==> src/sv/mm4_pkg.sv <==
package mm4_pkg;

   // Matrix geometry
   localparam int DIM    = 4;
   localparam int ELEMS  = DIM * DIM;
   localparam int IDX_W  = 4;
   localparam int SUB_W  = 2;

   // Datapath widths: Q16.16 elements, exact products, exact sum of four products
   localparam int VAL_W  = 32;
   localparam int PROD_W = 2 * VAL_W;
   localparam int SUM_W  = PROD_W + 2;

   // Request codes
   localparam logic [1:0] REQ_LOAD_LEFT  = 2'd0;
   localparam logic [1:0] REQ_LOAD_RIGHT = 2'd1;
   localparam logic [1:0] REQ_COMPUTE    = 2'd2;

   typedef enum logic [1:0] {
      SEQ_IDLE,
      SEQ_ISSUE,
      SEQ_DRAIN
   } seq_state_type;

   // Element tag that travels down the cell chain with its partial sum
   typedef struct packed {
      logic             valid;
      logic [IDX_W-1:0] index;
   } tag_type;

   // Store write port of one cell
   typedef struct packed {
      logic             left_en;
      logic             right_en;
      logic [SUB_W-1:0] addr;
      logic [VAL_W-1:0] value;
   } wr_type;

endpackage

==> src/sv/mm4_seq.sv <==
module mm4_seq (
   input  logic             clock,
   input  logic             reset,
   input  logic             go,
   input  logic             done,
   output logic             busy,
   output mm4_pkg::tag_type tag
);

   mm4_pkg::seq_state_type        state_ff;
   mm4_pkg::seq_state_type        state_in;
   logic [mm4_pkg::IDX_W-1:0]     cnt_ff;
   logic [mm4_pkg::IDX_W-1:0]     cnt_in;
   logic                          cnt_end;

   assign cnt_end = (cnt_ff == mm4_pkg::IDX_W'(mm4_pkg::ELEMS - 1));

   // Next state
   always_comb begin
      state_in = state_ff;
      unique case (state_ff)
         mm4_pkg::SEQ_IDLE: begin
            if (go) begin
               state_in = mm4_pkg::SEQ_ISSUE;
            end
         end
         mm4_pkg::SEQ_ISSUE: begin
            if (cnt_end) begin
               state_in = mm4_pkg::SEQ_DRAIN;
            end
         end
         mm4_pkg::SEQ_DRAIN: begin
            if (done) begin
               state_in = mm4_pkg::SEQ_IDLE;
            end
         end
         default: begin
            state_in = mm4_pkg::SEQ_IDLE;
         end
      endcase
   end

   // Outputs: issue one element index per cycle while in ISSUE
   always_comb begin
      busy      = 1'b1;
      tag.valid = 1'b0;
      tag.index = cnt_ff;
      cnt_in    = cnt_ff;
      unique case (state_ff)
         mm4_pkg::SEQ_IDLE: begin
            busy   = 1'b0;
            cnt_in = '0;
         end
         mm4_pkg::SEQ_ISSUE: begin
            tag.valid = 1'b1;
            cnt_in    = cnt_ff + 1'b1;
         end
         mm4_pkg::SEQ_DRAIN: begin
            cnt_in = '0;
         end
         default: begin
            busy = 1'b1;
         end
      endcase
   end

   always_ff @(posedge clock) begin
      if (reset) begin
         state_ff <= mm4_pkg::SEQ_IDLE;
         cnt_ff   <= '0;
      end else begin
         state_ff <= state_in;
         cnt_ff   <= cnt_in;
      end
   end

endmodule

==> config.mk <==
export PLATFORM = sky130hd
export DESIGN_NAME = mm4_seq
export DESIGN_NICKNAME = d
export VERILOG_FILES = /design/src/sv/mm4_pkg.sv /design/src/sv/mm4_seq.sv
export SDC_FILE = /design/constraint.sdc
export NUM_CORES = 1
export LEC_CHECK = 0
export BUFFER_PORTS_ARGS = -buffer_cell sky130_fd_sc_hd__buf_2
export CAP_MARGIN = 10
export CORE_AREA = 2 2 39 41
export CTS_CLUSTER_SIZE = 8
export DETAILED_ROUTE_END_ITERATION = 7
export DIE_AREA = 0 0 41 43
export GPL_TIMING_DRIVEN = 0
export SYNTH_ARGS = -nofsm -noshare
export SYNTH_HDL_FRONTEND = slang
export SYNTH_SLANG_ARGS = --single-unit
==> constraint.sdc <==
create_clock -name clock -period 1.3 [get_ports clock]
set_clock_uncertainty 0.05 [all_clocks]
set_input_delay 0.26 -clock clock [delete_from_list [all_inputs] [get_ports clock]]
set_output_delay 0.26 -clock clock [all_outputs]
set_load 0.03 [all_outputs]
# Word-level counts from Yosys, hierarchy flattened
# Index checks and enable logic that the tools add are counted.
# W data, S select, Z words.
# op_classes
n_addsub,1
n_eq_ne,6
n_mux,7
reduce_logical,4
# ops
operator,n
$pmux W4 S2,1
$mux W2,3
$ne A2 B2 Y1 const B,3
$pmux W2 S3,1
$add A4 B1 Y4 const B,1
$eq A4 B4 Y1 const B,1
$reduce_and A3 Y1,1
$eq A2 B1 Y1 const B,1
$eq A2 B2 Y1 const B,1
$logic_not A2 Y1,1
$mux W1,2
$reduce_bool A2 Y1,1
$reduce_or A2 Y1,1
# totals
reg_bits,6
in_bits,4
out_inout_bits,6
wordCells,20

# Depth between registers and ports, before layout
# depth
depth_word,3
depth_mapped,4

# Worst setup path after synthesis
# Ideal clock, no wire load.
# synth_path
path_type,reg-to-reg
from,register cnt_ff[0] in the netlist's numbering
to,register cnt_ff[2] in the netlist's numbering
setup_ns,0.116
arrival_ns,1.034
t_required_ns,1.134
setup_slack_ns,0.100
path_stages_with_launch,5
n_path_buf,0
path_cell_list,dfxtp_1 ha_1 and2b_2 xnor2_1 nor2_1
# synth_between
elab_chain_len,2
# synth_rtl
element,line,rtl
start: declaration,mm4_seq.sv:12,logic [mm4_pkg::IDX_W-1:0] cnt_ff;
start signal: assignment,mm4_seq.sv:73,cnt_ff <= cnt_in;
$add A4 B1 Y4,mm4_seq.sv:56,cnt_in = cnt_ff + 1'b1;
$pmux W4 S2,mm4_seq.sv:49,unique case (state_ff)
# Every way passes these cells.
# A chain may end at the register's enable or synchronous reset.

# Worst setup path after layout
# layout_path
from,register state_ff[0]
to,output port busy
# layout_between
elab_chain_len,2
# layout_rtl
element,line,rtl
start: declaration,mm4_seq.sv:10,mm4_pkg::seq_state_type state_ff;
start signal: assignment,mm4_seq.sv:69,state_ff <= mm4_pkg::SEQ_IDLE;
start signal: assignment,mm4_seq.sv:72,state_ff <= state_in;
$logic_not A2 Y1,mm4_seq.sv:49,
$mux W1,mm4_seq.sv:49,
end: declaration,mm4_seq.sv:6,"output logic busy,"
# Every way passes these cells.

==> impl_metrics.py <==
metrics = {
    "yosys": {
        "syn_area_per_cell_um2": 10.3,
        "yosys_warnings": 0,
        "postSynthCellCount": 27,
        "synth-seq-cells": 6,
        "yosysSeqAreaShare_pct": 43.0,
        "synth_fa_ha_area_share_pct": 4.48,
        "synth_simple_gate_area_share_pct": 26.5,
        "syn-cell-area_um2": 279,
        "synth_compound_area_share_pct": 6.28,
        "syn-num-nets": 32,
        "synth_top_family_by_area": "simple AND/OR/NAND/NOR gates",
        "synthMuxAreaShare_pct": 3.59,
        "synth_cell_type_count": 16,
        "synth-xor-area-share_pct": 9.42,
    },
    "cells_and_area": {
        "fin_util_pct": 26.9,
        "regArea_um2": 123,
        "design_area_um2": 373,
        "final_cell_mix": "buf_2 (7), nor2_1 (5), dfxtp_1 (4)",
        "area_delta_synth_final_pct": 33.6,
        "nets": 45,
        "multi_input_area_um2": 143,
        "final_common_cell": "buf_2",
        "layout-drive-gt1-share_pct": 47.4,
        "fill_cells": 145,
        "instances_no_fill": 54,
        "diodes": 0,
    },
    "critical_path": {
        "critical_path_depth": 2,
        "critPathMaxStageDelay_ns": 0.33,
        "path_cells": "or2_4 > buf_6",
        "crit_type": "flop to output port",
        "reg2reg_slack_ns": 0.17,
        "cp-end-kind": "output port",
        "cp-start-kind": "flop",
        "critical_path_buf_inv_count": 1,
        "critPathRequiredTime_ns": 0.99,
        "reg2reg_depth": 3,
        "cp_slowest_cell": "dfxtp_2",
        "arrival_ns": 0.93,
        "cp_top_family": "flip-flops",
        "crit_path_max_fanout": 6,
    },
    "timing": {
        "hold_slack_ns": 0.189,
        "slew_headroom_pct": 87.4,
        "timing.final.ws_setup_ns": 0.0566,
        "period_minus_slack_ns": 1.24,
        "rsz0062_at_grt": "false",
        "final_hold_viol_count": 0,
        "fmax_mhz": 804,
        "final.setup.tns_ns": 0,
        "drv_slew": 0,
        "worst_pin_slew_ns": 0.187,
        "setup_violations": 0,
        "finalCritPeriodShare_pct": 95.6,
    },
    "global_routing": {
        "grt_pass1_wl_um": 703,
        "antenna_found_initial": 0,
        "grt_use_total_pct": 6.33,
        "grt_max_degree": 8,
        "grt_pass1_vias": 172,
        "overflow": 0,
    },
    "drt": {
        "drc": 0,
        "drtIter0Drc": 0,
        "firstDrtPassIters": 1,
        "post_drt_wl_per_cell_um": 8.69,
        "vias_per_cell": 4.06,
        "ant_nets": 0,
        "vias": 219,
        "drt-total-wl_um": 469,
    },
    "pwr": {
        "power_frac_comb_pct": 11.4,
        "power.share.switching_pct": 22.6,
        "ir_drop_mv": 0.558,
        "finalPower_mw": 0.408,
        "p_clk_share_pct": 40.7,
        "power_leakage_nw": 0.177,
        "p_per_area_mw_per_mm2": 1100,
        "p_seq_share_pct": 47.9,
        "internal_power_mw": 0.316,
        "p_switching_mw": 0.0923,
    },
    "clock_network": {
        "cts_sinks": 6,
        "cts.clk_slew.worst_paths_ns": 0.04,
        "clk_latency_ns": 0.24,
        "cts_buffer_depth": 2,
        "tritoncts": "done",
        "h-tree-depth": 1,
        "cts_root_buffer": "clkbuf_4",
        "cts_inserted_buffers": 3,
    },
    "place": {
        "dp_cells": 52,
        "finalWeightedCongestion": 0.675,
        "place_ws_ns": 0.0685,
        "port_buffers": 9,
        "placed_area_um2": 344,
    },
    "die": {
        "die_area_mm2": 0.00176,
        "die_x_um": 41,
        "initial_utilization_pct": 20.2,
        "die_h_um": 43,
        "rows": 14,
        "coreArea_mm2": 0.00138,
        "ios": 10,
    },
    "worst_hold_path": {
        "holdCritPathClass": "primary input to flop",
        "hold_depth": 2,
    },
    "job": {
        "cap_violations": 0,
    },
    "status": {
        "status": "finished, final reports clean",
    },
}
-- synth_stat cells --
| library cell | count | share of area (%) |
|---|---|---|
| and2b_2 | 2 | 6.3 |
| buf_4 | 1 | 2.7 |
| buf_6 | 1 | 4.0 |
| dfxtp_1 | 6 | 43 |
| ha_1 | 1 | 4.5 |
| mux2i_1 | 1 | 3.6 |
| nand2b_1 | 1 | 2.2 |
| nand4_1 | 1 | 2.2 |
| nand4b_1 | 1 | 3.1 |
| nor2_1 | 5 | 6.7 |
| o211a_1 | 1 | 3.6 |
| o31ai_1 | 1 | 2.7 |
| or2_2 | 1 | 2.2 |
| or4b_1 | 1 | 3.6 |
| xnor2_1 | 1 | 3.1 |
| xor2_1 | 2 | 6.3 |
-- power groups by stage --
| stage | Combinational (mW) | Clock [mW] | Sequential, mW |
|---|---|---|---|
| global placement | 0.0422 | 0 | 0.198 |
| detailed placement | 0.0424 | 0 | 0.198 |
| finish | 0.0465 | 0.166 | 0.195 |
| CTS | 0.0471 | 0.176 | 0.195 |
| global route | 0.0504 | 0.188 | 0.196 |
| floorplan | 0.0248 | 0 | 0.202 |
-- kinds of logic after synthesis --
group                      Yosys count
muxes                                1
adders and majority gates            1
AOI/OAI and AO/OA                    2
xor gates and xnor gates             3
and+or+nand+nor                     12
DFF                                  6
buffers and inverters                2
-- layout make-up --
type,count,area share [%]
multi-input combinational,19,38.3
clock buffer,3,6.04
tap,16,5.37
timing repair buffer,10,17.4
sequential,6,32.9
-- what timing repair did --
item | CTS | global route
hold buffers | 0 | 0
endpoints found under the setup margin | 2 | 2
resized for setup | 6 | 1
cloned | 0 | 0
pin swaps | 0 | 1
buffers inserted | 1 | 0
-- routing by layer --
metal	GRT usage, %	vias to the layer above	share of wire (%)
li1	-	114	-
met1	9.03	93	47
met2	6.25	12	38
met3	6.28	0	15
met4	2.00	0	0
met5	0	-	0
-- worst paths after layout --
check	from	endpoint
setup / recovery	state_ff[0]$_SDFFE_PP0P_	busy
hold / removal	reset	state_ff[1]$_SDFFE_PP0P_
setup reg to reg	state_ff[1]$_SDFFE_PP0P_	state_ff[1]$_SDFFE_PP0P_
hold reg to reg	cnt_ff[3]$_SDFFE_PP0P_	state_ff[1]$_SDFFE_PP0P_
-- registers in the layout (all words and copies together) (netlist names) --
signal	flops
state_ff	2
cnt_ff	4
No activity file was read; power rests on OpenSTA's default activity.
