**src/sv/mm4_pkg.sv**
```systemverilog
package mm4_pkg;

   // Matrix geometry
   localparam int DIM    = 4;
   localparam int ELEMS  = DIM * DIM;
   localparam int IDX_W  = 4;
   localparam int SUB_W  = 2;

   // Datapath widths: Q16.16 elements, exact products, exact sum of four products
   localparam int VAL_W  = 32;
   localparam int PROD_W = 2 * VAL_W;
   localparam int SUM_W  = PROD_W + 2;

   // Request codes
   localparam logic [1:0] REQ_LOAD_LEFT  = 2'd0;
   localparam logic [1:0] REQ_LOAD_RIGHT = 2'd1;
   localparam logic [1:0] REQ_COMPUTE    = 2'd2;

   typedef enum logic [1:0] {
      SEQ_IDLE,
      SEQ_ISSUE,
      SEQ_DRAIN
   } seq_state_type;

   // Element tag that travels down the cell chain with its partial sum
   typedef struct packed {
      logic             valid;
      logic [IDX_W-1:0] index;
   } tag_type;

   // Store write port of one cell
   typedef struct packed {
      logic             left_en;
      logic             right_en;
      logic [SUB_W-1:0] addr;
      logic [VAL_W-1:0] value;
   } wr_type;

endpackage

```
**src/sv/mm4_cell.sv**
```systemverilog
module mm4_cell (
   input  logic                                  clock,
   input  logic                                  reset,
   input  mm4_pkg::wr_type                       wr,
   input  mm4_pkg::tag_type                      tag_in,
   input  logic signed [mm4_pkg::SUM_W-1:0]      sum_in,
   output mm4_pkg::tag_type                      tag_out,
   output logic signed [mm4_pkg::SUM_W-1:0]      sum_out
);

   // Cell i holds left column i (indexed by row) and right row i (indexed by col)
   logic signed [mm4_pkg::VAL_W-1:0]  left_ff  [mm4_pkg::DIM];
   logic signed [mm4_pkg::VAL_W-1:0]  right_ff [mm4_pkg::DIM];

   logic signed [mm4_pkg::VAL_W-1:0]  left_sel;
   logic signed [mm4_pkg::VAL_W-1:0]  right_sel;
   logic signed [mm4_pkg::PROD_W-1:0] prod_in;
   logic signed [mm4_pkg::PROD_W-1:0] prod_ff;
   mm4_pkg::tag_type                  tag1_ff;
   logic signed [mm4_pkg::SUM_W-1:0]  sum1_ff;
   logic signed [mm4_pkg::SUM_W-1:0]  sum2_in;
   mm4_pkg::tag_type                  tag2_ff;
   logic signed [mm4_pkg::SUM_W-1:0]  sum2_ff;

   // Write the local stores; both reset to zero
   always_ff @(posedge clock) begin
      if (reset) begin
         for (int i = 0; i < mm4_pkg::DIM; i++) begin
            left_ff[i]  <= '0;
            right_ff[i] <= '0;
         end
      end else begin
         if (wr.left_en) begin
            left_ff[wr.addr] <= wr.value;
         end
         if (wr.right_en) begin
            right_ff[wr.addr] <= wr.value;
         end
      end
   end

   // Select operands by the row and column of the passing element
   assign left_sel  = left_ff[tag_in.index[mm4_pkg::SUB_W-1:0]];
   assign right_sel = right_ff[tag_in.index[mm4_pkg::IDX_W-1:mm4_pkg::SUB_W]];
   assign prod_in   = left_sel * right_sel;

   // Stage one: register the product, carry the incoming sum along
   always_ff @(posedge clock) begin
      if (reset) begin
         tag1_ff.valid <= 1'b0;
      end else begin
         tag1_ff.valid <= tag_in.valid;
      end
   end

   always_ff @(posedge clock) begin
      tag1_ff.index <= tag_in.index;
      prod_ff       <= prod_in;
      sum1_ff       <= sum_in;
   end

   // Stage two: accumulate and hand on to the next cell
   assign sum2_in = sum1_ff +
      {{(mm4_pkg::SUM_W-mm4_pkg::PROD_W){prod_ff[mm4_pkg::PROD_W-1]}}, prod_ff};

   always_ff @(posedge clock) begin
      if (reset) begin
         tag2_ff.valid <= 1'b0;
      end else begin
         tag2_ff.valid <= tag1_ff.valid;
      end
   end

   always_ff @(posedge clock) begin
      tag2_ff.index <= tag1_ff.index;
      sum2_ff       <= sum2_in;
   end

   assign tag_out = tag2_ff;
   assign sum_out = sum2_ff;

endmodule

```
**config.mk**
```make
export PLATFORM = sky130hd
export DESIGN_NAME = mm4_cell
export DESIGN_NICKNAME = d
export VERILOG_FILES = /design/src/sv/mm4_pkg.sv /design/src/sv/mm4_cell.sv
export SDC_FILE = /design/constraint.sdc
export NUM_CORES = 2
export LEC_CHECK = 0
export BUFFER_PORTS_ARGS = -buffer_cell sky130_fd_sc_hd__clkbuf_2
export CORE_MARGIN = 3
export CORE_UTILIZATION = 25
export CTS_CLUSTER_SIZE = 40
export DETAILED_ROUTE_END_ITERATION = 7
export GPL_ROUTABILITY_DRIVEN = 0
export SYNTH_ARGS = -nofsm -noshare
export SYNTH_HDL_FRONTEND = slang
export SYNTH_SLANG_ARGS = --single-unit
```
**constraint.sdc**
```tcl
create_clock -name clock -period 12.8 [get_ports clock]
set_input_delay 2.56 -clock clock [delete_from_list [all_inputs] [get_ports clock]]
set_output_delay 2.56 -clock clock [all_outputs]
set_load 0.01 [all_outputs]
```
# Word-level counts from Yosys, hierarchy flattened
# Memories as Yosys holds them, arrays and structs flattened.
# Cells that the tools add are included.
# totals
register_bits,206
ramBits,256
out_inout_bits,71
word_cells,27
mem_count,2
# mem_list
memory,words,word_bits,rd,rd_ports_with_merged_regs,write_ports,line_no,text
left_ff,4,32,1,0,4,mm4_cell.sv:12,logic signed [mm4_pkg::VAL_W-1:0] left_ff [mm4_pkg::DIM];
right_ff,4,32,1,0,4,mm4_cell.sv:13,logic signed [mm4_pkg::VAL_W-1:0] right_ff [mm4_pkg::DIM];
# classes
addsub,1
mul,1
mux,14
reduce_logical,2
# ops
op,count
66-bit adder,1
32-bit by 32-bit multiplier with 64-bit output,1
32-bit two-way mux,2
32-bit OR reduction,2
1-bit two-way mux,10
2-bit two-way mux,2

# Logic depth before layout (Yosys ltp)
# logic_depth
word_depth,5
ltp_mapped,35

# Worst setup path after synthesis
# No wires, ideal clock.
# synth_path
path_type,in2reg
startpoint,input tag_in[1] in the netlist's numbering
endpoint,register prod_ff[60] in the netlist's numbering
arrival_ns,11.546
required_time_ns,12.728
slack_ns,1.182
stages,32
n_path_buf,5
path_cell_list,clkbuf_1 buf_1 clkbuf_1 mux2i_1 nand2_1 o21ai_1 clkbuf_1 nor2_1 fa_1 fa_1 fa_1 inv_1 fa_1 inv_1 fa_1 inv_1 fa_1 inv_1 fa_1 fa_1 ha_1 clkbuf_1 o21ai_0 nor2_1 or4b_1 o32ai_2 o2111ai_1 and3b_1 or3_4 or3_1 a31oi_1 xnor2_1
# synth_between
elab_chain_len,2
# synth_lines
item,line_no,text
from (decl),mm4_cell.sv:5,"input mm4_pkg::tag_type tag_in,"
memory read 4 x 32 bit,n/a,
32-bit by 32-bit multiplier with 64-bit output,mm4_cell.sv:45,assign prod_in = left_sel * right_sel;
net prod_in (one bit),mm4_cell.sv:17,logic signed [mm4_pkg::PROD_W-1:0] prod_in;
to (signal assigned),mm4_cell.sv:58,prod_ff <= prod_in;
to (decl),mm4_cell.sv:18,logic signed [mm4_pkg::PROD_W-1:0] prod_ff;
# The timed path passes the listed nets, and every way through them passes these cells.
# A chain may end at the register's enable or synchronous reset.

# Worst setup path after layout
# layout_path
startpoint,input tag_in[3] in the netlist's numbering
endpoint,register prod_ff[63] in the netlist's numbering
# layout_between
elab_chain_len,2
# layout_lines
item,line_no
memory read 4 x 32 bit,n/a
32-bit by 32-bit multiplier with 64-bit output,mm4_cell.sv:45
net prod_in (one bit),mm4_cell.sv:17
# The timed path passes the listed nets, and every way through them passes these cells.

==> impl_metrics.ini <==
[synth]
synth_edf_count = 256
synth_cells = 5521
ys_seq_area_share_pct = 21.6
synth.avg_cell_area_um2 = 9.89
synth_seq_cells = 462
async_flop_share_pct = 0
ys_types = 72
yosysWarningCount = 0
syn_area_um2 = 54600
synthFlopType = edfxtp_1
syn_nets = 6962

[placement]
dp_slack_ns = 0.319
dp_hpwl_mm = 142
numPortBuffers = 179

[setup_path]
startpoint = tag_in[3]
worst-r2r-setup-slack_ns = 3.09
worst_setup_path_start_kind = primary input
arrival_ns = 12.32
cp.required_ns = 13.44
r2r-start = left_ff[2][17]
end_kind = register
worst-path-max-fanout = 41
worstSetupPathType = in -> reg

[grt]
first_global_vias = 42721
gr-total-overflow = 0
use_met1_pct = 19.9
grt_pass1_wl_mm = 266
antenna_found_initial = 37
grt.met3_usage_pct = 4.27
grt_max_degree = 66
grt.total_usage_pct = 15.8
grt.busiest_layer = met2
grtUsageMet2_pct = 25.2

[clock_tree]
htree_levels = 2
clkTransAtPathRegs_ns = 0.06
cts_tree = yes
clk_latency_ns = 0.76
numCtsBuffers = 58
hold_buffers = 0
cts.sinks = 462
post_cts_buffers = 0
cts_buffer_depth = 3
post_cts_resized = 0
root_buffer = clkbuf_16

[timing]
period_share_pct = 91.3
fmax_mhz = 85.6
tns_ns = 0
worst_hold_slack_ns = 0.324
setup_viol = 0
fin_crit_ns = 11.68
fin_worst_skew_ns = 0.0574
tightest_slew_ns = 1.18
slew_violations = 0
layout_setup_ws_ns = 1.12
maxSlewHeadroom_pct = 21.7
final_hold_viol_count = 0
rsz0062_at_grt = false

[floorplanning]
coreArea_um2 = 216000
rows = 170
die_h_um = 473
dieArea_um2 = 224000
die_w_um = 473
io_pins = 180
initial_core_util_pct = 25.3

[detailed_routing]
routed_wl_mm = 175
drt_iter0_markers = 3342
dr.pass1.iters = 8
avgViaCountPerCell = 4.61
wl_per_cell_um = 20.5
vias = 39473
remaining_drc_errors = 0
antenna_left = 0

[final_layout]
nets = 7110
final_layout_size_suffix_gt1_share_pct = 9.81
final_common_cell = fa_1
final_cell_mix = fa_1 (1083), inv_1 (1045), nand2_1 (642)
syn_to_final_growth_pct = 12.9

[outcome]
status = completed

[hold_path]
worstHoldStart = tag1_ff[3]
min_path_type = reg -> reg

[flow_run]
drv_cap = 0
registers in the layout (all words and copies together), names as in the netlist:
signal / flops
tag1_ff: 5
sum1_ff: 66
left_ff: 128
right_ff: 128
prod_ff: 64
tag_out: 5
sum_out: 66
critical path, cell delays in order:
cell,delay [ns]
buf_2,0.24
buf_12,0.30
mux2_2,0.39
o21ai_2,0.63
buf_4,0.31
nor2_1,0.08
fa_1,0.52
fa_1,0.59
inv_1,0.07
fa_1,0.51
fa_1,0.52
inv_1,0.06
fa_1,0.55
fa_1,0.42
fa_1,0.52
fa_1,0.42
ha_1,0.44
a21oi_1,0.29
o221ai_1,0.24
a221oi_1,0.47
or3b_2,0.53
a221oi_1,0.32
buf_4,0.21
nand4_1,0.20
nand2_1,0.18
o21ai_0,0.22
and4_1,0.26
nor3_1,0.22
synthesized netlist by cell type (35+ instances only):
cell type / count / share of area, %
a21o_1: 61 / 0.84
nor2_1: 570 / 3.9
o21ai_0: 85 / 0.78
inv_1: 1045 / 7.2
o21a_1: 63 / 0.87
dfxtp_1: 206 / 7.6
and2_1: 222 / 2.5
ha_1: 249 / 5.7
edfxtp_1: 256 / 14
mux2i_1: 56 / 1.0
mux2_2: 55 / 1.1
xor2_1: 35 / 0.56
o21ai_1: 37 / 0.34
fa_1: 1083 / 40
nand2_1: 642 / 4.4
and3_1: 76 / 0.87
xnor2_1: 97 / 1.6
clkbuf_1: 251 / 1.7
a21oi_1: 143 / 1.3
cell type report:
cell class	instances	area, µm²
clock inverters	40	592
clock buffers	68	1530
diodes	15	37.5
fillers	22344	154000
repair buffers	355	2280
flip-flops and latches	462	11800
multi-input cells	3747	38000
inverters	1045	3920
well taps	2838	3550
cells by family after synthesis:
group | after synthesis | share of synthesized area (%)
simple gates | 1657 | 13.4
fa+ha+maj | 1332 | 45.4
buf+inv | 1312 | 9.04
compound gates | 506 | 5.84
flops | 462 | 21.6
xor+xnor | 132 | 2.12
mux | 120 | 2.53
worst paths after layout:
path                               endpoint  cells after the start
worst min register to register   tag_out[3]                      0
worst min-delay path             tag_out[3]                      0
worst max register to register  prod_ff[63]                     26
worst max-delay path            prod_ff[63]                     28
routing by layer:
layer  vias up  wire [µm]  part of all wire [%]
met1     20062      70800                    40
met2      1749      79100                    45
met3       420      17000                   9.7
met5         -        138                 0.079
met4        22       8440                   4.8
li1      17220          -                     -
stage by stage:
step | area, µm² | cells | utilization (%)
5_1_grt | 61600 | 8557 | 28.6
4_1_cts | 61600 | 8555 | 28.6
3_5_place_dp | 59500 | 8447 | 27.6
3_3_place_gp | 59500 | 8447 | 27.6
2_1_floorplan | 54600 | 5521 | -
6_report | 61700 | 8570 | 28.6
Power is not shown: default switching activity piles up to over one toggle a cycle in this logic, so the estimate is an artifact.
