**config.mk**
```make
export PLATFORM = sky130hd
export DESIGN_NAME = mm4_out
export DESIGN_NICKNAME = d
export VERILOG_FILES = /design/src/sv/mm4_pkg.sv /design/src/sv/mm4_out.sv
export SDC_FILE = /design/constraint.sdc
export NUM_CORES = 1
export LEC_CHECK = 0
export ABC_AREA = 1
export BUFFER_PORTS_ARGS = -buffer_cell sky130_fd_sc_hd__buf_2
export CORE_UTILIZATION = 25
export DETAILED_ROUTE_END_ITERATION = 6
export MAX_ROUTING_LAYER = met4
export PLACE_DENSITY_LB_ADDON = 0.1
export RECOVER_POWER = 25
export SYNTH_ARGS = -nofsm -noshare
export SYNTH_HDL_FRONTEND = slang
export SYNTH_SLANG_ARGS = --single-unit
```
**constraint.sdc**
```tcl
create_clock -name clock -period 1 [get_ports clock]
set_clock_uncertainty 0.15 [all_clocks]
set_input_delay 0.05 -clock clock [delete_from_list [all_inputs] [get_ports clock]]
set_output_delay 0.05 -clock clock [all_outputs]
set_load 0.01 [all_outputs]
```
**src/sv/mm4_pkg.sv**
```systemverilog
package mm4_pkg;

   // Matrix geometry
   localparam int DIM    = 4;
   localparam int ELEMS  = DIM * DIM;
   localparam int IDX_W  = 4;
   localparam int SUB_W  = 2;

   // Datapath widths: Q16.16 elements, exact products, exact sum of four products
   localparam int VAL_W  = 32;
   localparam int PROD_W = 2 * VAL_W;
   localparam int SUM_W  = PROD_W + 2;

   // Request codes
   localparam logic [1:0] REQ_LOAD_LEFT  = 2'd0;
   localparam logic [1:0] REQ_LOAD_RIGHT = 2'd1;
   localparam logic [1:0] REQ_COMPUTE    = 2'd2;

   typedef enum logic [1:0] {
      SEQ_IDLE,
      SEQ_ISSUE,
      SEQ_DRAIN
   } seq_state_type;

   // Element tag that travels down the cell chain with its partial sum
   typedef struct packed {
      logic             valid;
      logic [IDX_W-1:0] index;
   } tag_type;

   // Store write port of one cell
   typedef struct packed {
      logic             left_en;
      logic             right_en;
      logic [SUB_W-1:0] addr;
      logic [VAL_W-1:0] value;
   } wr_type;

endpackage

```
**src/sv/mm4_out.sv**
```systemverilog
module mm4_out #(
   parameter int FRAC_BITS = 16
) (
   input  logic                                  clock,
   input  logic                                  reset,
   input  mm4_pkg::tag_type                      tag_in,
   input  logic signed [mm4_pkg::SUM_W-1:0]      sum_in,
   output logic                                  strobe,
   output logic [mm4_pkg::IDX_W-1:0]             index,
   output logic signed [mm4_pkg::VAL_W-1:0]      value,
   output logic                                  last
);

   logic signed [mm4_pkg::SUM_W-1:0] shifted;
   logic                             sign;
   logic                             fits;
   logic signed [mm4_pkg::VAL_W-1:0] value_in;
   logic                             strobe_ff;
   logic [mm4_pkg::IDX_W-1:0]        index_ff;
   logic signed [mm4_pkg::VAL_W-1:0] value_ff;
   logic                             last_ff;

   // Floor shift, then clamp to the signed 32-bit range
   assign shifted = sum_in >>> FRAC_BITS;
   assign sign    = shifted[mm4_pkg::SUM_W-1];
   assign fits    = sign ? (&shifted[mm4_pkg::SUM_W-1:mm4_pkg::VAL_W-1])
                         : ~(|shifted[mm4_pkg::SUM_W-1:mm4_pkg::VAL_W-1]);

   always_comb begin
      priority if (fits) begin
         value_in = shifted[mm4_pkg::VAL_W-1:0];
      end else if (sign) begin
         value_in = {1'b1, {(mm4_pkg::VAL_W-1){1'b0}}};
      end else begin
         value_in = {1'b0, {(mm4_pkg::VAL_W-1){1'b1}}};
      end
   end

   // Register the result transfer
   always_ff @(posedge clock) begin
      if (reset) begin
         strobe_ff <= 1'b0;
      end else begin
         strobe_ff <= tag_in.valid;
      end
   end

   always_ff @(posedge clock) begin
      index_ff <= tag_in.index;
      value_ff <= value_in;
      last_ff  <= (tag_in.index == mm4_pkg::IDX_W'(mm4_pkg::ELEMS - 1));
   end

   assign strobe = strobe_ff;
   assign index  = index_ff;
   assign value  = value_ff;
   assign last   = last_ff;

endmodule

```
# --- Word-level counts from Yosys, hierarchy flattened ---
# Index checks and enable logic that the tools add are counted.
totals:
  reg_bits: 38
  latch_bits: 0
  mem_bits_rw: 0
  romBits: 0
  in_bits: 73
  output_inout_bits: 38
  wordCells: 11
  memories: 0
op_classes:
  add_sub_neg: 0
  n_mul: 0
  div: 0
  n_lt_le_gt_ge: 0
  n_eq_ne: 1
  n_shift: 0
  mux: 3
  bitwise_logic: 1
  n_reduce_logical: 2
op_table:
  columns: ["op", "count"]
  rows:
  - ["$mux 32", 2]
  - ["$reduce_and 19->1", 1]
  - ["$reduce_or 19->1", 1]
  - ["$eq 4x4->1 const B", 1]
  - ["$mux 1", 1]
  - ["$not 1->1", 1]

# --- Logic depth before layout (Yosys ltp) ---
# Gate-level depths: netlist of run 1.
logic_depth:
  word_depth: 4
  ltp_mapped: 7
  ltp_nobuf: 6

# --- Worst setup path before layout of run 1 ---
# OpenSTA, ideal clock, no wires.
synth_timing:
  path_type: "input to register"
  from: "input port sum_in[50] in the netlist's numbering"
  to: "register value_ff, in the netlist value[10]"
  setup_ns: 0.112
  arrival_ns: 0.737
  required_ns: 0.738
  setup_slack_ns: 0.001
  path_stages: 6
  n_path_buf: 1
  cell_sequence: "or2_1 > nor2_1 > nand4_1 > nand2_2 > buf_6 > nand2_1"
synth_via:
  elab_chain_cells: 4
  word_cells_on_any_way: 5
  classes_between: "mux (2); bitwise (1); reduce/logical (2)"
synth_rtl:
  columns: ["item", "line_no", "text"]
  rows:
  - ["start, declared", "mm4_out.sv:7", "input logic signed [mm4_pkg::SUM_W-1:0] sum_in,"]
  - ["$reduce_or 19->1", "mm4_out.sv:27", ": ~(|shifted[mm4_pkg::SUM_W-1:mm4_pkg::VAL_W-1]);"]
  - ["$not 1->1", "mm4_out.sv:27", null]
  - ["$mux 1 (*)", "mm4_out.sv:26", "assign fits = sign ? (&shifted[mm4_pkg::SUM_W-1:mm4_pkg::VAL_W-1])"]
  - ["$mux 32 (*)", "mm4_out.sv:30", "priority if (fits) begin"]
  - ["net value_in (one bit)", "mm4_out.sv:17", "logic signed [mm4_pkg::VAL_W-1:0] value_in;"]
  - ["end signal, assigned", "mm4_out.sv:50", "value_ff <= value_in;"]
  - ["end, declared", "mm4_out.sv:20", "logic signed [mm4_pkg::VAL_W-1:0] value_ff;"]
# Mark *: on every way through the listed nets, which the timed path passes. The rest lies on a longest branch.
# A chain may end at the register's enable or synchronous reset.

# --- Worst setup path after layout of run 1 ---
layout_timing:
  from: "register value_ff, in the netlist value[27]"
  to: "output port value[27] in the netlist's numbering"
layout_rtl:
  columns: ["item", "line_no", "text"]
  rows:
  - ["end, declared", "mm4_out.sv:10", "output logic signed [mm4_pkg::VAL_W-1:0] value,"]
# No word-level cell between the ends.

==> results.json, run 1 <==
{
  "switching_share_pct": 23.4,
  "htreeDepth": 2,
  "yosys_warnings": 0,
  "fin_ws_ns": 0.0674,
  "drt_iter0_drc": 35,
  "met3_usage_pct": 3.87,
  "max_freq_mhz": 1070,
  "p_int_uw": 2460,
  "drv_cap": 0,
  "ir_drop_mv": 0.508,
  "busiest_layer": "met2",
  "fillers": 488,
  "syn-num-nets": 219,
  "cts_tree": "built",
  "crit_arrival_ns": 0.73,
  "critPathBufInv": 1,
  "die_x_microns": 72.8,
  "final_cell_mix": "buf_2, nand2_1, dlygate4sd3_1, dfxtp_1, nor2_1",
  "overflow": 0,
  "synth.yosys.seq_area_share_pct": 60.7,
  "grtUsageTotal_pct": 13.6,
  "met1_usage_pct": 13.8,
  "crit_type": "flip-flop to primary output",
  "place.detailed.hpwl_mm": 2.16,
  "ys_types": 12,
  "synth.area.top_cells": "dfxtp_1, nand2_1, nor2_1, buf_6, nand2_2",
  "hp-start": "sum_in[65]",
  "pwr-share-seq_pct": 50.7,
  "synth.largest_area_cell": "dfxtp_1",
  "nets": 354,
  "hold-worst-slack_ns": 0.0876,
  "worst_slew_pin_slew_ns": 0.152,
  "syn_area_sq_mm": 0.00125,
  "crit_required_ns": 0.80,
  "clock_path_buffers": 2,
  "n_antenna_cell": 0,
  "p_clk_share_pct": 32.7,
  "synth.avg_cell_area_sq_um": 8.59,
  "area_delta_synth_final_pct": 79.1,
  "grt_pass1_wl_mm": 5.30,
  "fp-row-count": 25,
  "wire_per_inst_microns": 9.78,
  "die_area_sq_mm": 0.00530,
  "pwr-share-comb_pct": 16.6,
  "finalCriticalPeriod_ns": 0.933,
  "gp_congestion": 0.699,
  "grt_max_degree": 32,
  "p_leak_uw": 0.00113,
  "ant_nets": 0,
  "setup_viol": 0,
  "core_sq_mm": 0.00479,
  "antenna_found_initial": 0,
  "ys_ff_latch": 38,
  "via_per_inst": 3.83,
  "dp_worst_setup_slack_ns": -0.211,
  "cts.clk_slew.worst_paths_ns": 0.07,
  "pin_count": 111,
  "path_delay_family": "flip-flops",
  "min_path_cells": 5,
  "drive_gt1_share_pct": 36.9,
  "firstDrtPassIters": 4,
  "drt_wl_total_mm": 3.41,
  "cts_resized": 0,
  "start_kind": "flip-flop",
  "power_switching_uw": 753,
  "io_buffer_count": 94,
  "crit_slowest_cell": "dfxtp_1",
  "worstPathCellList": "buf_2",
  "cp-end-kind": "primary output",
  "power_density_mw_per_mm2": 1430,
  "cts_root_buf": "clkbuf_8",
  "whs_endpoint": "value[6]",
  "holdCritPathClass": "input pin to flip-flop",
  "relSlewSlack_pct": 89.9,
  "timing_hold_violations_final": 0,
  "maxSlewViolCount": 0,
  "clock-sinks": 38,
  "grt_pass1_vias": 1275,
  "die_y_microns": 72.8,
  "final.setup.tns_ns": 0,
  "fin_area_sq_mm": 0.00225,
  "cts-buffers-inserted": 5,
  "use_met2_pct": 25.0,
  "rsz0062_at_grt": "false",
  "start_util_pct": 26.2,
  "synth_top_area_share_pct": 60.7,
  "finalPower_uw": 3220,
  "critical_path.max_stage_delay_ns": 0.33,
  "placed_cell_area_sq_mm": 0.00179,
  "synthCells": 146,
  "finalCritPeriodShare_pct": 93.3,
  "layout_commonest_cell": "buf_2",
  "path_max_fanout": 1,
  "drc": 0,
  "vias": 1337,
  "status": "finished clean"
}
## logic make-up after synthesis
family	share of synthesized area, %
simple gates	30.9
flops	60.7
buf+inv	6.89
compound gates	1.50
## metrics by stage
stage | utilization (%) | cells
floorplan | - | 146
global placement | 37.5 | 303
detailed placement | 37.5 | 303
CTS | 47.3 | 349
global route | 46.9 | 349
finish | 46.9 | 349
## how the worst max path moves through the flow
| stage | from | end | slack (ns) | cells past startpoint |
|---|---|---|---|---|
| global route | sum_in[50] | value[27] | 0.02 | 7 |
| floorplan | sum_in[50] | value[10] | 0.001 | 6 |
| CTS | value[27] | value[27] | 0.05 | 1 |
| finish | value[27] | value[27] | 0.07 | 1 |
| detailed placement | sum_in[50] | value[27] | -0.21 | 7 |
| global placement | sum_in[50] | value[13] | -0.18 | 7 |
## metal layers
metal	wire length, microns	share of wire, %	vias to the layer above
met2	1760	52	58
met3	206	6.0	5
met1	1410	41	571
met4	39	1.1	0
li1	-	-	703
met5	0	0	-
## cells in the mapped netlist (all sizes together)
library cell / count
nand2: 78
nand3: 1
nand4: 1
o21bai: 1
dfxtp: 38
buf: 6
or2: 1
inv: 3
nor2: 16
clkbuf: 1
## registers in the layout, summed over array words and instances (netlist names)
signal  flops
index       4
last        1
strobe      1
value      32
## what timing repair did
action	in CTS	in global routing
hold buffers	38	0
endpoints found under the hold margin	38	0
buffers inserted	0	0
## area by class of cell
type,count,area (sq um),share of cell area (%)
inverters,3,11.3,0.501
well taps,67,83.8,3.73
clock inverters,1,5.00,0.223
repair buffers,135,892,39.7
flip-flops and latches,38,761,33.9
clock buffers,7,86.3,3.84
multi-input cells,98,407,18.1
## power groups by stage
stage                     clock [uW]  combinational [uW]  sequential (uW)
final                           1050                 534             1630
after global routing            1170                 592             1640
after CTS                       1100                 544             1630
after detailed placement           0                 428             1670
after global placement             0                 429             1670
after floorplan                    0                 142             1720
Note: power is estimated with default switching activity, not from simulation.
==> run 2, diff against run 1 <==
- PLACE_DENSITY_LB_ADDON: 0.1 -> unset
==> run 2 against run 1 <==
Die area is the same. Sequential share of layout area shrank 0.41 points. Worst setup slack lost 0.019 ns. Final area grew 1.2%. Critical path depth is the same. Final cell count grew 0.29%. Via count is the same.
==> results.json, run 2 (synthesized netlist as in run 1, its figures left out) <==
{
  "status": "finished clean",
  "ant_nets": 0,
  "place.detailed.hpwl_mm": 2.09,
  "critPathBufInv": 1,
  "ir_drop_mv": 0.739,
  "start_util_pct": 26.2,
  "drc": 0,
  "crit_arrival_ns": 0.75,
  "largest_reg_flops": 32,
  "n_antenna_cell": 0,
  "grt_pass1_wl_mm": 5.31,
  "drv_cap": 0,
  "clock_path_buffers": 2,
  "p_leak_uw": 0.00114,
  "die_area_sq_mm": 0.00530,
  "overflow": 0,
  "fp-row-count": 25,
  "grtUsageTotal_pct": 13.8,
  "final.setup.tns_ns": 0,
  "vias": 1337,
  "timing_hold_violations_final": 0,
  "final_cells": 350,
  "hold-worst-slack_ns": 0.110,
  "grt_max_degree": 17,
  "crit_slowest_cell": "dfxtp_1",
  "firstDrtPassIters": 4,
  "drt_iter0_drc": 34,
  "die_x_microns": 72.8,
  "htreeDepth": 2,
  "nets": 355,
  "holdCritPathClass": "input pin to flip-flop",
  "worstPathCellList": "clkbuf_1",
  "drt_wl_total_mm": 3.28,
  "area_delta_synth_final_pct": 81.3,
  "critical_path.max_stage_delay_ns": 0.31,
  "cts_root_buf": "clkbuf_8",
  "crit_type": "flip-flop to primary output",
  "wire_per_inst_microns": 9.36,
  "finalCriticalPeriod_ns": 0.952,
  "start_kind": "flip-flop",
  "clock-sinks": 38,
  "gp_congestion": 0.627,
  "cts-buffers-inserted": 5,
  "relSlewSlack_pct": 87.9,
  "die_y_microns": 72.8,
  "dpl.cell_count": 304,
  "grt_pass1_vias": 1323,
  "worst_slew_pin_slew_ns": 0.181,
  "cts.clk_slew.worst_paths_ns": 0.07,
  "antenna_found_initial": 0,
  "drive_gt1_share_pct": 36.0,
  "path_max_fanout": 1,
  "core_sq_mm": 0.00479,
  "rsz0062_at_grt": "false",
  "pin_count": 111,
  "max_freq_mhz": 1050,
  "cts_setup_buffers": 0,
  "cts_tree": "built",
  "via_per_inst": 3.82,
  "fin_area_sq_mm": 0.00227,
  "crit_required_ns": 0.80,
  "final_cell_mix": "buf_2, nand2_1, dlygate4sd3_1, dfxtp_1, nor2_1",
  "path_delay_family": "flip-flops",
  "cp-end-kind": "primary output",
  "finalCritPeriodShare_pct": 95.2,
  "setup_viol": 0,
  "maxSlewViolCount": 0,
  "power_density_mw_per_mm2": 1430,
  "layout_commonest_cell": "buf_2",
  "placed_cell_area_sq_mm": 0.00181,
  "io_buffer_count": 94
}
-- run 2: cell types whose count changed in the layout (fill, tap and decap cells not counted) --
cell,change
buf_12,+2
clkbuf_1,+3
clkinvlp_4,+1
buf_2,-4
buf_6,-1
-- run 2: path summary, 6_finish.rpt --
path                    from        end  cells past startpoint
setup / recovery   value[27]  value[27]                      1
hold / removal    sum_in[65]   value[7]                      5
-- run 2: metal layers --
metal	part of all wire, %	vias to the layer above	track usage [%]	wire (microns)
li1	-	703	-	-
met1	41	577	12.7	1330
met2	52	51	26.3	1720
met3	5.8	6	4.70	190
met4	1.3	0	4.58	42
met5	0	-	-	0
-- run 2: final cells by class --
cell class / count / area [sq um]
fillers: 464 / 2510
clock inverters: 2 / 12.5
multi-input cells: 98 / 407
inverters: 3 / 11.3
repair buffers: 136 / 916
clock buffers: 6 / 82.6
well taps: 67 / 83.8
flip-flops and latches: 38 / 761
-- run 2: power breakdown --
| part | leakage [uW] | internal (uW) | switching, uW |
|---|---|---|---|
| logic | 0.000772 | 307 | 235 |
| registers | 0.000320 | 1610 | 21.9 |
| clock network | 0.0000472 | 553 | 520 |
| total | 0.00114 | 2470 | 777 |
-- run 2: through the flow --
stage          setup slack, ns  util [%]  total power, uW
3_3_place_gp            -0.216      37.9             2100
4_1_cts                 0.0568      47.8             3300
6_report                0.0482      47.5             3250
5_1_grt                0.00353      47.5             3430
2_1_floorplan          0.00112         -             1860
3_5_place_dp            -0.221      37.9             2100
-- run 2: repair_timing --
action	in CTS	in global routing
gates resized for setup	0	0
hold endpoints to repair	38	0
hold buffers	38	0
